`config.mk`:
```
export PLATFORM = sky130hd
export DESIGN_NAME = postfix_expression_evaluator
export DESIGN_NICKNAME = d
export VERILOG_FILES = /design/src/hdl/pee_pkg.sv /design/src/hdl/postfix_expression_evaluator.sv /design/src/hdl/pee_ram.sv /design/src/hdl/pee_div.sv /design/src/hdl/pee_dp.sv /design/src/hdl/pee_ctrl.sv
export SDC_FILE = /design/constraint.sdc
export NUM_CORES = 2
export LEC_CHECK = 0
export CORE_ASPECT_RATIO = 2
export CORE_UTILIZATION = 35
export CTS_CLUSTER_SIZE = 28
export DETAILED_ROUTE_END_ITERATION = 8
export DONT_BUFFER_PORTS = 1
export GPL_ROUTABILITY_DRIVEN = 0
export GPL_TIMING_DRIVEN = 0
export SYNTH_ARGS = -nofsm -noshare
export SYNTH_HDL_FRONTEND = slang
export SYNTH_HIERARCHICAL = 1
export SYNTH_SLANG_ARGS = --single-unit
export TNS_END_PERCENT = 50
```
`constraint.sdc`:
```
create_clock -name clk -period 13.7 [get_ports clk]
set_input_delay 1.37 -clock clk [delete_from_list [all_inputs] [get_ports clk]]
set_output_delay 1.37 -clock clk [all_outputs]
set_load 0.03 [all_outputs]
```
`src/hdl/pee_pkg.sv`:
```
// ----------------------------------------------------------------------------
// Postfix evaluator package
// Shared character codes, status codes, beat types, controller states and
// the command and status bundles between controller and datapath.
// ----------------------------------------------------------------------------
package pee_pkg;

  localparam int DATA_W = 32;

  localparam logic [7:0] CH_ZERO  = 8'h30;
  localparam logic [7:0] CH_NINE  = 8'h39;
  localparam logic [7:0] CH_PLUS  = 8'h2B;
  localparam logic [7:0] CH_MINUS = 8'h2D;
  localparam logic [7:0] CH_MUL   = 8'h2A;
  localparam logic [7:0] CH_DIV   = 8'h2F;

  typedef enum logic [2:0] {
    ST_OK    = 3'd0,
    ST_UNDER = 3'd1,
    ST_OVER  = 3'd2,
    ST_DIVZ  = 3'd3,
    ST_DEPTH = 3'd4
  } status_t;

  typedef struct packed {
    logic [7:0] char_in;
    logic       is_last;
  } in_item_t;

  typedef struct packed {
    logic signed [DATA_W-1:0] result_value;
    status_t                  status;
  } out_item_t;

  typedef enum logic [3:0] {
    S_IDLE,
    S_DECODE,
    S_OPCHK,
    S_OPWAIT,
    S_OPCALC,
    S_DIVRUN,
    S_OPPUSH,
    S_END,
    S_LASTFLUSH,
    S_FINISH
  } state_t;

  typedef struct packed {
    logic load_in;
    logic acc_digit;
    logic flush;
    logic note_under;
    logic load_opnd;
    logic calc;
    logic load_quot;
    logic op_push;
    logic finish;
  } cmd_t;

  typedef struct packed {
    logic is_digit;
    logic is_op;
    logic is_div;
    logic is_last;
    logic under;
    logic rhs_zero;
    logic div_done;
    logic out_free;
  } stat_t;

endpackage

```
`src/hdl/postfix_expression_evaluator.sv`:
```
// ----------------------------------------------------------------------------
// Postfix expression evaluator
// Evaluates a postfix expression over 32-bit wrapping integers, one character
// per input beat, and returns one result beat per expression.
// ----------------------------------------------------------------------------
// Usage: the sender presents one ASCII character on in_data with in_valid;
// the character is taken at an edge where in_valid is high and in_stall low.
// Digits build a decimal number, + - * / operate on the stack, and any other
// character only ends a number. The beat with is_last set closes the
// expression; the result beat then carries the top of the stack and a status
// (underflow, overflow, divide by zero or bad final depth, value 0 on error).
// Timing: the block takes one character at a time. A digit passes the decode
// and end states; an operator adds operand check, operand load, calculate and
// push, and a divide waits before push while the divider resolves one quotient
// bit per cycle. A last character adds a flush state before the result beat.
// The output register lets a new expression start while the previous result
// still waits; if the receiver holds out_stall, the next result waits in the
// controller and the input stays stalled until the pending beat is taken.
// Reset clears the stack depth, the number in progress, the first-error code
// and the output valid; stack memory contents are not cleared and need not be.
// ----------------------------------------------------------------------------
module postfix_expression_evaluator
  import pee_pkg::*;
#(
  parameter int STACK_DEPTH = 16
) (
  input  logic      clk,
  input  logic      rst_n,
  input  logic      in_valid,
  output logic      in_stall,
  input  in_item_t  in_data,
  output logic      out_valid,
  input  logic      out_stall,
  output out_item_t out_data
);

  // Commands flow from the controller to the datapath, status flows back.
  cmd_t  cmd;
  stat_t stat;

  pee_ctrl u_ctrl (
    .clk      (clk),
    .rst_n    (rst_n),
    .in_valid (in_valid),
    .in_stall (in_stall),
    .stat     (stat),
    .cmd      (cmd)
  );

  pee_dp #(
    .STACK_DEPTH (STACK_DEPTH)
  ) u_dp (
    .clk       (clk),
    .rst_n     (rst_n),
    .in_data   (in_data),
    .cmd       (cmd),
    .stat      (stat),
    .out_stall (out_stall),
    .out_valid (out_valid),
    .out_data  (out_data)
  );

endmodule

```
`src/hdl/pee_ram.sv`:
```
// ----------------------------------------------------------------------------
// Generic RAM
// One write port and one read port with registered read data.
// ----------------------------------------------------------------------------
module pee_ram #(
  parameter int WIDTH = 32,
  parameter int DEPTH = 16
) (
  input  logic                     clk,
  input  logic                     we,
  input  logic [$clog2(DEPTH)-1:0] waddr,
  input  logic [WIDTH-1:0]         wdata,
  input  logic [$clog2(DEPTH)-1:0] raddr,
  output logic [WIDTH-1:0]         rdata
);

  logic [WIDTH-1:0] mem_r [DEPTH];
  logic [WIDTH-1:0] rdata_r;

  always_ff @(posedge clk) begin
    if (we) begin
      mem_r[waddr] <= wdata;
    end
    rdata_r <= mem_r[raddr];
  end

  assign rdata = rdata_r;

endmodule

```
`src/hdl/pee_div.sv`:
```
// ----------------------------------------------------------------------------
// Iterative signed divider
// Restoring division on magnitudes, one quotient bit per cycle; the quotient
// truncates toward zero.
// ----------------------------------------------------------------------------
module pee_div
  import pee_pkg::*;
(
  input  logic              clk,
  input  logic              rst_n,
  input  logic              start,
  input  logic [DATA_W-1:0] dividend,
  input  logic [DATA_W-1:0] divisor,
  output logic              done,
  output logic [DATA_W-1:0] quot
);

  localparam int CNT_W = $clog2(DATA_W + 1);

  logic              busy_r, busy_nxt;
  logic [CNT_W-1:0]  cnt_r, cnt_nxt;
  logic [DATA_W-1:0] q_r, q_nxt;
  logic [DATA_W-1:0] rem_r, rem_nxt;
  logic [DATA_W-1:0] mb_r, mb_nxt;
  logic              neg_r, neg_nxt;
  logic [DATA_W:0]   shifted;
  logic [DATA_W:0]   diff;

  assign shifted = {rem_r, q_r[DATA_W-1]};
  assign diff    = shifted - {1'b0, mb_r};
  assign done    = busy_r && (cnt_r == '0);
  assign quot    = neg_r ? (DATA_W'(0) - q_r) : q_r;

  always_comb begin
    busy_nxt = busy_r;
    cnt_nxt  = cnt_r;
    q_nxt    = q_r;
    rem_nxt  = rem_r;
    mb_nxt   = mb_r;
    neg_nxt  = neg_r;
    if (start) begin
      busy_nxt = 1'b1;
      cnt_nxt  = CNT_W'(DATA_W);
      q_nxt    = dividend[DATA_W-1] ? (DATA_W'(0) - dividend) : dividend;
      mb_nxt   = divisor[DATA_W-1] ? (DATA_W'(0) - divisor) : divisor;
      rem_nxt  = '0;
      neg_nxt  = dividend[DATA_W-1] ^ divisor[DATA_W-1];
    end else if (done) begin
      busy_nxt = 1'b0;
    end else if (busy_r) begin
      cnt_nxt = cnt_r - CNT_W'(1);
      if (!diff[DATA_W]) begin
        rem_nxt = diff[DATA_W-1:0];
        q_nxt   = {q_r[DATA_W-2:0], 1'b1};
      end else begin
        rem_nxt = shifted[DATA_W-1:0];
        q_nxt   = {q_r[DATA_W-2:0], 1'b0};
      end
    end
  end

  always_ff @(posedge clk) begin
    if (!rst_n) begin
      busy_r <= 1'b0;
      cnt_r  <= '0;
    end else begin
      busy_r <= busy_nxt;
      cnt_r  <= cnt_nxt;
    end
  end

  always_ff @(posedge clk) begin
    q_r   <= q_nxt;
    rem_r <= rem_nxt;
    mb_r  <= mb_nxt;
    neg_r <= neg_nxt;
  end

endmodule

```
`src/hdl/pee_dp.sv`:
```
// ----------------------------------------------------------------------------
// Postfix evaluator datapath
// Number accumulator, operand stack with a cached top entry, arithmetic unit,
// divider, error tracking and the output register.
// ----------------------------------------------------------------------------
module pee_dp
  import pee_pkg::*;
#(
  parameter int STACK_DEPTH = 16
) (
  input  logic      clk,
  input  logic      rst_n,
  input  in_item_t  in_data,
  input  cmd_t      cmd,
  output stat_t     stat,
  input  logic      out_stall,
  output logic      out_valid,
  output out_item_t out_data
);

  localparam int AW = $clog2(STACK_DEPTH);
  localparam int CW = $clog2(STACK_DEPTH + 1);

  logic [7:0]        char_r, char_nxt;
  logic              last_r, last_nxt;
  logic [DATA_W-1:0] accum_r, accum_nxt;
  logic              in_num_r, in_num_nxt;
  logic [CW-1:0]     count_r, count_nxt;
  status_t           err_r, err_nxt;
  logic [DATA_W-1:0] tos_r, tos_nxt;
  logic [DATA_W-1:0] lhs_r, lhs_nxt;
  logic [DATA_W-1:0] rhs_r, rhs_nxt;
  logic [DATA_W-1:0] res_r, res_nxt;
  logic              out_valid_r, out_valid_nxt;
  out_item_t         out_data_r, out_data_nxt;

  logic              ram_we;
  logic [AW-1:0]     ram_waddr;
  logic [DATA_W-1:0] ram_wdata;
  logic [AW-1:0]     ram_raddr;
  logic [DATA_W-1:0] ram_rdata;
  logic [CW-1:0]     cnt_m2;
  logic              full;
  logic              div_start;
  logic              div_done;
  logic [DATA_W-1:0] div_quot;

  assign cnt_m2    = count_r - CW'(2);
  assign ram_raddr = cnt_m2[AW-1:0];
  assign full      = (count_r >= CW'(STACK_DEPTH));

  assign stat.is_digit = (char_r >= CH_ZERO) && (char_r <= CH_NINE);
  assign stat.is_op    = (char_r == CH_PLUS) || (char_r == CH_MINUS) ||
                         (char_r == CH_MUL)  || (char_r == CH_DIV);
  assign stat.is_div   = (char_r == CH_DIV);
  assign stat.is_last  = last_r;
  assign stat.under    = (count_r < CW'(2));
  assign stat.rhs_zero = (rhs_r == '0);
  assign stat.div_done = div_done;
  assign stat.out_free = !out_valid_r || !out_stall;

  assign div_start = cmd.calc && stat.is_div && !stat.rhs_zero;

  always_comb begin
    char_nxt      = char_r;
    last_nxt      = last_r;
    accum_nxt     = accum_r;
    in_num_nxt    = in_num_r;
    count_nxt     = count_r;
    err_nxt       = err_r;
    tos_nxt       = tos_r;
    lhs_nxt       = lhs_r;
    rhs_nxt       = rhs_r;
    res_nxt       = res_r;
    out_valid_nxt = out_valid_r && out_stall;
    out_data_nxt  = out_data_r;
    ram_we        = 1'b0;
    ram_waddr     = count_r[AW-1:0];
    ram_wdata     = accum_r;

    if (cmd.load_in) begin
      char_nxt = in_data.char_in;
      last_nxt = in_data.is_last;
    end

    if (cmd.acc_digit) begin
      accum_nxt  = (accum_r << 3) + (accum_r << 1) + DATA_W'(char_r[3:0]);
      in_num_nxt = 1'b1;
    end

    // A pending number goes onto the stack; a full stack drops it.
    if (cmd.flush && in_num_r) begin
      if (full) begin
        if (err_r == ST_OK) begin
          err_nxt = ST_OVER;
        end
      end else begin
        ram_we    = 1'b1;
        tos_nxt   = accum_r;
        count_nxt = count_r + CW'(1);
      end
      accum_nxt  = '0;
      in_num_nxt = 1'b0;
    end

    if (cmd.note_under && (err_r == ST_OK)) begin
      err_nxt = ST_UNDER;
    end

    if (cmd.load_opnd) begin
      lhs_nxt = ram_rdata;
      rhs_nxt = tos_r;
    end

    if (cmd.calc) begin
      priority if (char_r == CH_PLUS) begin
        res_nxt = lhs_r + rhs_r;
      end else if (char_r == CH_MINUS) begin
        res_nxt = lhs_r - rhs_r;
      end else if (char_r == CH_MUL) begin
        res_nxt = lhs_r * rhs_r;
      end else if (stat.rhs_zero) begin
        res_nxt = '0;
        if (err_r == ST_OK) begin
          err_nxt = ST_DIVZ;
        end
      end else begin
        // A nonzero divisor leaves the quotient to the divider.
        res_nxt = res_r;
      end
    end

    if (cmd.load_quot) begin
      res_nxt = div_quot;
    end

    // Two operands popped, one result pushed in their place.
    if (cmd.op_push) begin
      ram_we    = 1'b1;
      ram_waddr = cnt_m2[AW-1:0];
      ram_wdata = res_r;
      tos_nxt   = res_r;
      count_nxt = count_r - CW'(1);
    end

    if (cmd.finish) begin
      out_valid_nxt = 1'b1;
      if (err_r != ST_OK) begin
        out_data_nxt.result_value = '0;
        out_data_nxt.status       = err_r;
      end else if (count_r != CW'(1)) begin
        out_data_nxt.result_value = '0;
        out_data_nxt.status       = ST_DEPTH;
      end else begin
        out_data_nxt.result_value = $signed(tos_r);
        out_data_nxt.status       = ST_OK;
      end
      count_nxt  = '0;
      accum_nxt  = '0;
      in_num_nxt = 1'b0;
      err_nxt    = ST_OK;
    end
  end

  always_ff @(posedge clk) begin
    if (!rst_n) begin
      accum_r     <= '0;
      in_num_r    <= 1'b0;
      count_r     <= '0;
      err_r       <= ST_OK;
      out_valid_r <= 1'b0;
    end else begin
      accum_r     <= accum_nxt;
      in_num_r    <= in_num_nxt;
      count_r     <= count_nxt;
      err_r       <= err_nxt;
      out_valid_r <= out_valid_nxt;
    end
  end

  always_ff @(posedge clk) begin
    char_r     <= char_nxt;
    last_r     <= last_nxt;
    tos_r      <= tos_nxt;
    lhs_r      <= lhs_nxt;
    rhs_r      <= rhs_nxt;
    res_r      <= res_nxt;
    out_data_r <= out_data_nxt;
  end

  assign out_valid = out_valid_r;
  assign out_data  = out_data_r;

  pee_ram #(
    .WIDTH (DATA_W),
    .DEPTH (STACK_DEPTH)
  ) u_stack (
    .clk   (clk),
    .we    (ram_we),
    .waddr (ram_waddr),
    .wdata (ram_wdata),
    .raddr (ram_raddr),
    .rdata (ram_rdata)
  );

  pee_div u_div (
    .clk      (clk),
    .rst_n    (rst_n),
    .start    (div_start),
    .dividend (lhs_r),
    .divisor  (rhs_r),
    .done     (div_done),
    .quot     (div_quot)
  );

endmodule

```
`src/hdl/pee_ctrl.sv`:
```
// ----------------------------------------------------------------------------
// Postfix evaluator controller
// Sequences one character at a time through decode, number flush, operator
// evaluation and, on the last character, result delivery.
// ----------------------------------------------------------------------------
module pee_ctrl
  import pee_pkg::*;
(
  input  logic  clk,
  input  logic  rst_n,
  input  logic  in_valid,
  output logic  in_stall,
  input  stat_t stat,
  output cmd_t  cmd
);

  state_t state_r, state_nxt;

  always_ff @(posedge clk) begin
    if (!rst_n) begin
      state_r <= S_IDLE;
    end else begin
      state_r <= state_nxt;
    end
  end

  always_comb begin
    state_nxt = state_r;
    cmd       = '0;
    in_stall  = (state_r != S_IDLE);
    unique case (state_r)
      S_IDLE: begin
        if (in_valid) begin
          cmd.load_in = 1'b1;
          state_nxt   = S_DECODE;
        end
      end
      S_DECODE: begin
        if (stat.is_digit) begin
          cmd.acc_digit = 1'b1;
          state_nxt     = S_END;
        end else begin
          cmd.flush = 1'b1;
          state_nxt = S_OPCHK;
        end
      end
      S_OPCHK: begin
        if (!stat.is_op) begin
          state_nxt = S_END;
        end else if (stat.under) begin
          cmd.note_under = 1'b1;
          state_nxt      = S_END;
        end else begin
          state_nxt = S_OPWAIT;
        end
      end
      S_OPWAIT: begin
        cmd.load_opnd = 1'b1;
        state_nxt     = S_OPCALC;
      end
      S_OPCALC: begin
        cmd.calc  = 1'b1;
        state_nxt = (stat.is_div && !stat.rhs_zero) ? S_DIVRUN : S_OPPUSH;
      end
      S_DIVRUN: begin
        if (stat.div_done) begin
          cmd.load_quot = 1'b1;
          state_nxt     = S_OPPUSH;
        end
      end
      S_OPPUSH: begin
        cmd.op_push = 1'b1;
        state_nxt   = S_END;
      end
      S_END: begin
        state_nxt = stat.is_last ? S_LASTFLUSH : S_IDLE;
      end
      S_LASTFLUSH: begin
        cmd.flush = 1'b1;
        state_nxt = S_FINISH;
      end
      S_FINISH: begin
        if (stat.out_free) begin
          cmd.finish = 1'b1;
          state_nxt  = S_IDLE;
        end
      end
      default: begin
        state_nxt = S_IDLE;
      end
    endcase
  end

endmodule

```
==> results.md <==
- Outcome: finished with violations
- Violated checks: capacitance limit, slew limit
- Post-DP HPWL: 161000 µm
- Post-synth EDFFs: 749
- R2R Setup Slk: roughly 2.9 ns
- Synth warn: 6
- Final period util: around four fifths
- Routed length per instance: 29.6 µm
- Vias: 41.0k
- # DRC: 0
- RSZ-0062 raised after global routing: no
- CTS Buffer Depth: 3
- Tot GR Track Use: 25.8%
- Sequential share of the synthesized area: 43.5%
- Crit Path Class: register to register
- Worst slew pin tran: roughly 1.5 ns
- 1st-iter DRT viols: 3965
- Asr flop ratio synth: 0%
- CTS tree: done
- Crit path time final: 10.84 ns
- Syn Nets: 5526
- Clk root buf: clkbuf_16
- Setup Skew: between 0.06 and 0.07 ns
- Yosys cell types: 95
- FF/Latch Area: 24800 µm²
- Post-CTS setup buffers: 0
- F_max: 92.3 MHz
- Layout cell share with drive strength beyond 1: 9.01%
- Max Cap Viol: 2
- PortBufs: 0
- Critical path endpoint category: register
- Final ANT Viol Nets: 0
- Cell Area, Synth: 57000 µm²
- First-pass GRT wire length: 301000 µm
- CTS Hold Bufs: 0
- Num Clock Sinks: slightly below 900
- Syn_area_per_cell: approximately 12 µm²
- Total core area: roughly 160000 µm²
- Vias in the first global route: between 40k and 50k
- Crit Path Max Fanout: 10
- CTS Buf Count: 78
- Worst slew margin relative to its limit: -2.17%
- Fin. Hold Viols: 0
- Antenna violations before repair: 22
- Pins Over Slew Limit: 11
- Critical Path RT: 14.08 ns
- Synthesized flop and latch total: 866
- CP startpoint kind: register
- Die X: 287 µm
- Worst-path clk slew: 0.07 ns
- Final nets: approximately 5.6k
- CTS resizes: 0
- Grt ovf: 0
- Area growth syn-to-layout: 10.7%
- Drt first pass iters: 9
- Die Area: 165000 µm²
- Setup TNS: 0 ns
- FILL cells: 15.4k
- Worst Hold Class: register to register
- Row cnt: 209
- Cells after Synth: 4814
- Post-Route WL: 211000 µm
- H-tree levels: 3
- Worst skew pair latency: 0.71 ns
- Largest net degree at the start of global routing: 38
- Ports: 50
- Initial Util: roughly a third
- Final setup violation count: 0
- Worst EP arrival: 11.22 ns
- DR vias/cell: 5.76
- Post-synth top flop: edfxtp_1
- Multi-input gate area: 29400 µm²
- Die height: 573 µm
==> through the flow <==
| stage | area, µm² | hold WS [ns] | util, % | setup slack, ns | instances |
|---|---|---|---|---|---|
| finish | 63200 | 0.362 | 39.0 | 2.86 | 7119 |
| global route | 63100 | 0.373 | 39.0 | 2.90 | 7107 |
| CTS | 63100 | 0.359 | 39.0 | 3.70 | 7102 |
| detailed placement | 60300 | 0.389 | 37.3 | 3.80 | 6959 |
| global placement | 59700 | 0.387 | 36.9 | 3.87 | 6924 |
| floorplan | 57000 | 0.386 | - | 6.35 | 4814 |
==> path summary, 6_finish.rpt <==
check        cells after the start                   from        endpoint
max                             24          u_dp/lhs_r[1]  u_dp/res_r[21]
min                              0  u_dp/u_stack/rdata[1]   u_dp/lhs_r[1]
max reg2reg                     24          u_dp/lhs_r[1]  u_dp/res_r[21]
min reg2reg                      0  u_dp/u_stack/rdata[1]   u_dp/lhs_r[1]
==> placed cells by master, fill, tap and decap left out, types with 78 or more instances in the layout <==
cell         n
mux4_2     128
nand2_1    371
clkbuf_16   78
ha_1       286
a21oi_1    184
dfxtp_1    117
o21ai_0    143
fa_1       413
xnor2_1    174
inv_1      514
xor2_1      80
clkbuf_1   194
edfxtp_1   749
nor2_1     258
and2_1     298
==> flip-flops by register name (all words and copies together), names as in the netlist <==
| name | cells |
|---|---|
| u_dp/res_r | 32 |
| u_dp/u_div/q_r | 32 |
| u_dp/u_div/rem_r | 32 |
| u_dp/in_num_r | 1 |
| u_dp/rhs_r | 32 |
| u_dp/u_div/busy_r | 1 |
| u_dp/lhs_r | 32 |
| u_dp/char_r | 8 |
| u_dp/out_valid | 1 |
| u_dp/accum_r | 32 |
| u_dp/out_data | 35 |
| u_dp/last_r | 1 |
| u_dp/u_div/neg_r | 1 |
| u_dp/tos_r | 32 |
| u_ctrl/state_r | 4 |
| u_dp/count_r | 5 |
| u_dp/err_r | 3 |
| u_dp/u_stack/mem_r | 512 |
| u_dp/u_div/mb_r | 32 |
| u_dp/u_div/cnt_r | 6 |
| u_dp/u_stack/rdata | 32 |
==> cell families (layout without fill, tap and decap cells) <==
kind of cell / count (synthesis) / after routing / synth area share [%]
other cells: 0 / 14 / 0
buf+inv: 764 / 945 / 5.21
fa+ha+maj: 699 / 699 / 20.8
mux: 196 / 196 / 6.33
simple gates: 1266 / 1266 / 11.2
flops: 866 / 866 / 43.5
compound gates: 769 / 769 / 9.12
xor+xnor: 254 / 254 / 3.90
==> metal layers <==
layer,GRT usage (%),vias to the layer above,part of all wire (%)
li1,-,17100,-
met4,26.4,8,12
met2,45.5,2234,51
met1,23.3,20600,29
met5,0.268,-,0.049
met3,5.96,986,7.0
==> area by class of cell <==
cell class,instances,share of cell area (%)
tap,2110,4.18
multi-input combinational,3184,46.5
timing repair buffer,38,0.893
clock inverter,57,1.18
inverter,517,3.07
sequential,866,39.3
clock buffer,86,3.15
antenna,14,0.0555
buffer,247,1.64
==> critical path: stages (launching register included) <==
cell       delay (ns)
edfxtp_1         0.89
clkbuf_1         1.15
inv_1            0.65
clkbuf_1         0.58
nor2_1           0.32
fa_1             0.49
fa_1             0.42
fa_1             0.41
inv_1            0.09
fa_1             0.43
inv_1            0.09
fa_1             0.42
ha_1             0.30
fa_1             0.52
fa_1             0.44
ha_1             0.41
a21o_1           0.17
a21oi_1          0.10
o21ai_0          0.59
nand2_1          0.22
o21ai_0          0.48
xnor2_1          0.23
o21ai_0          0.36
a2111oi_0        0.14
a221oi_1         0.55
==> cells in the mapped netlist, types with 128 or more instances <==
master	number	share of area (%)
ha_1	286	6.3
clkbuf_1	189	1.2
and2_1	298	3.3
a21oi_1	184	1.6
o21ai_0	144	1.3
edfxtp_1	749	39
nand2_1	372	2.4
inv_1	515	3.4
mux4_2	128	5.1
xnor2_1	174	2.7
nor2_1	273	1.8
fa_1	413	14
Power is not shown: default switching activity piles up to over one toggle a cycle in this logic, so the estimate is an artifact.
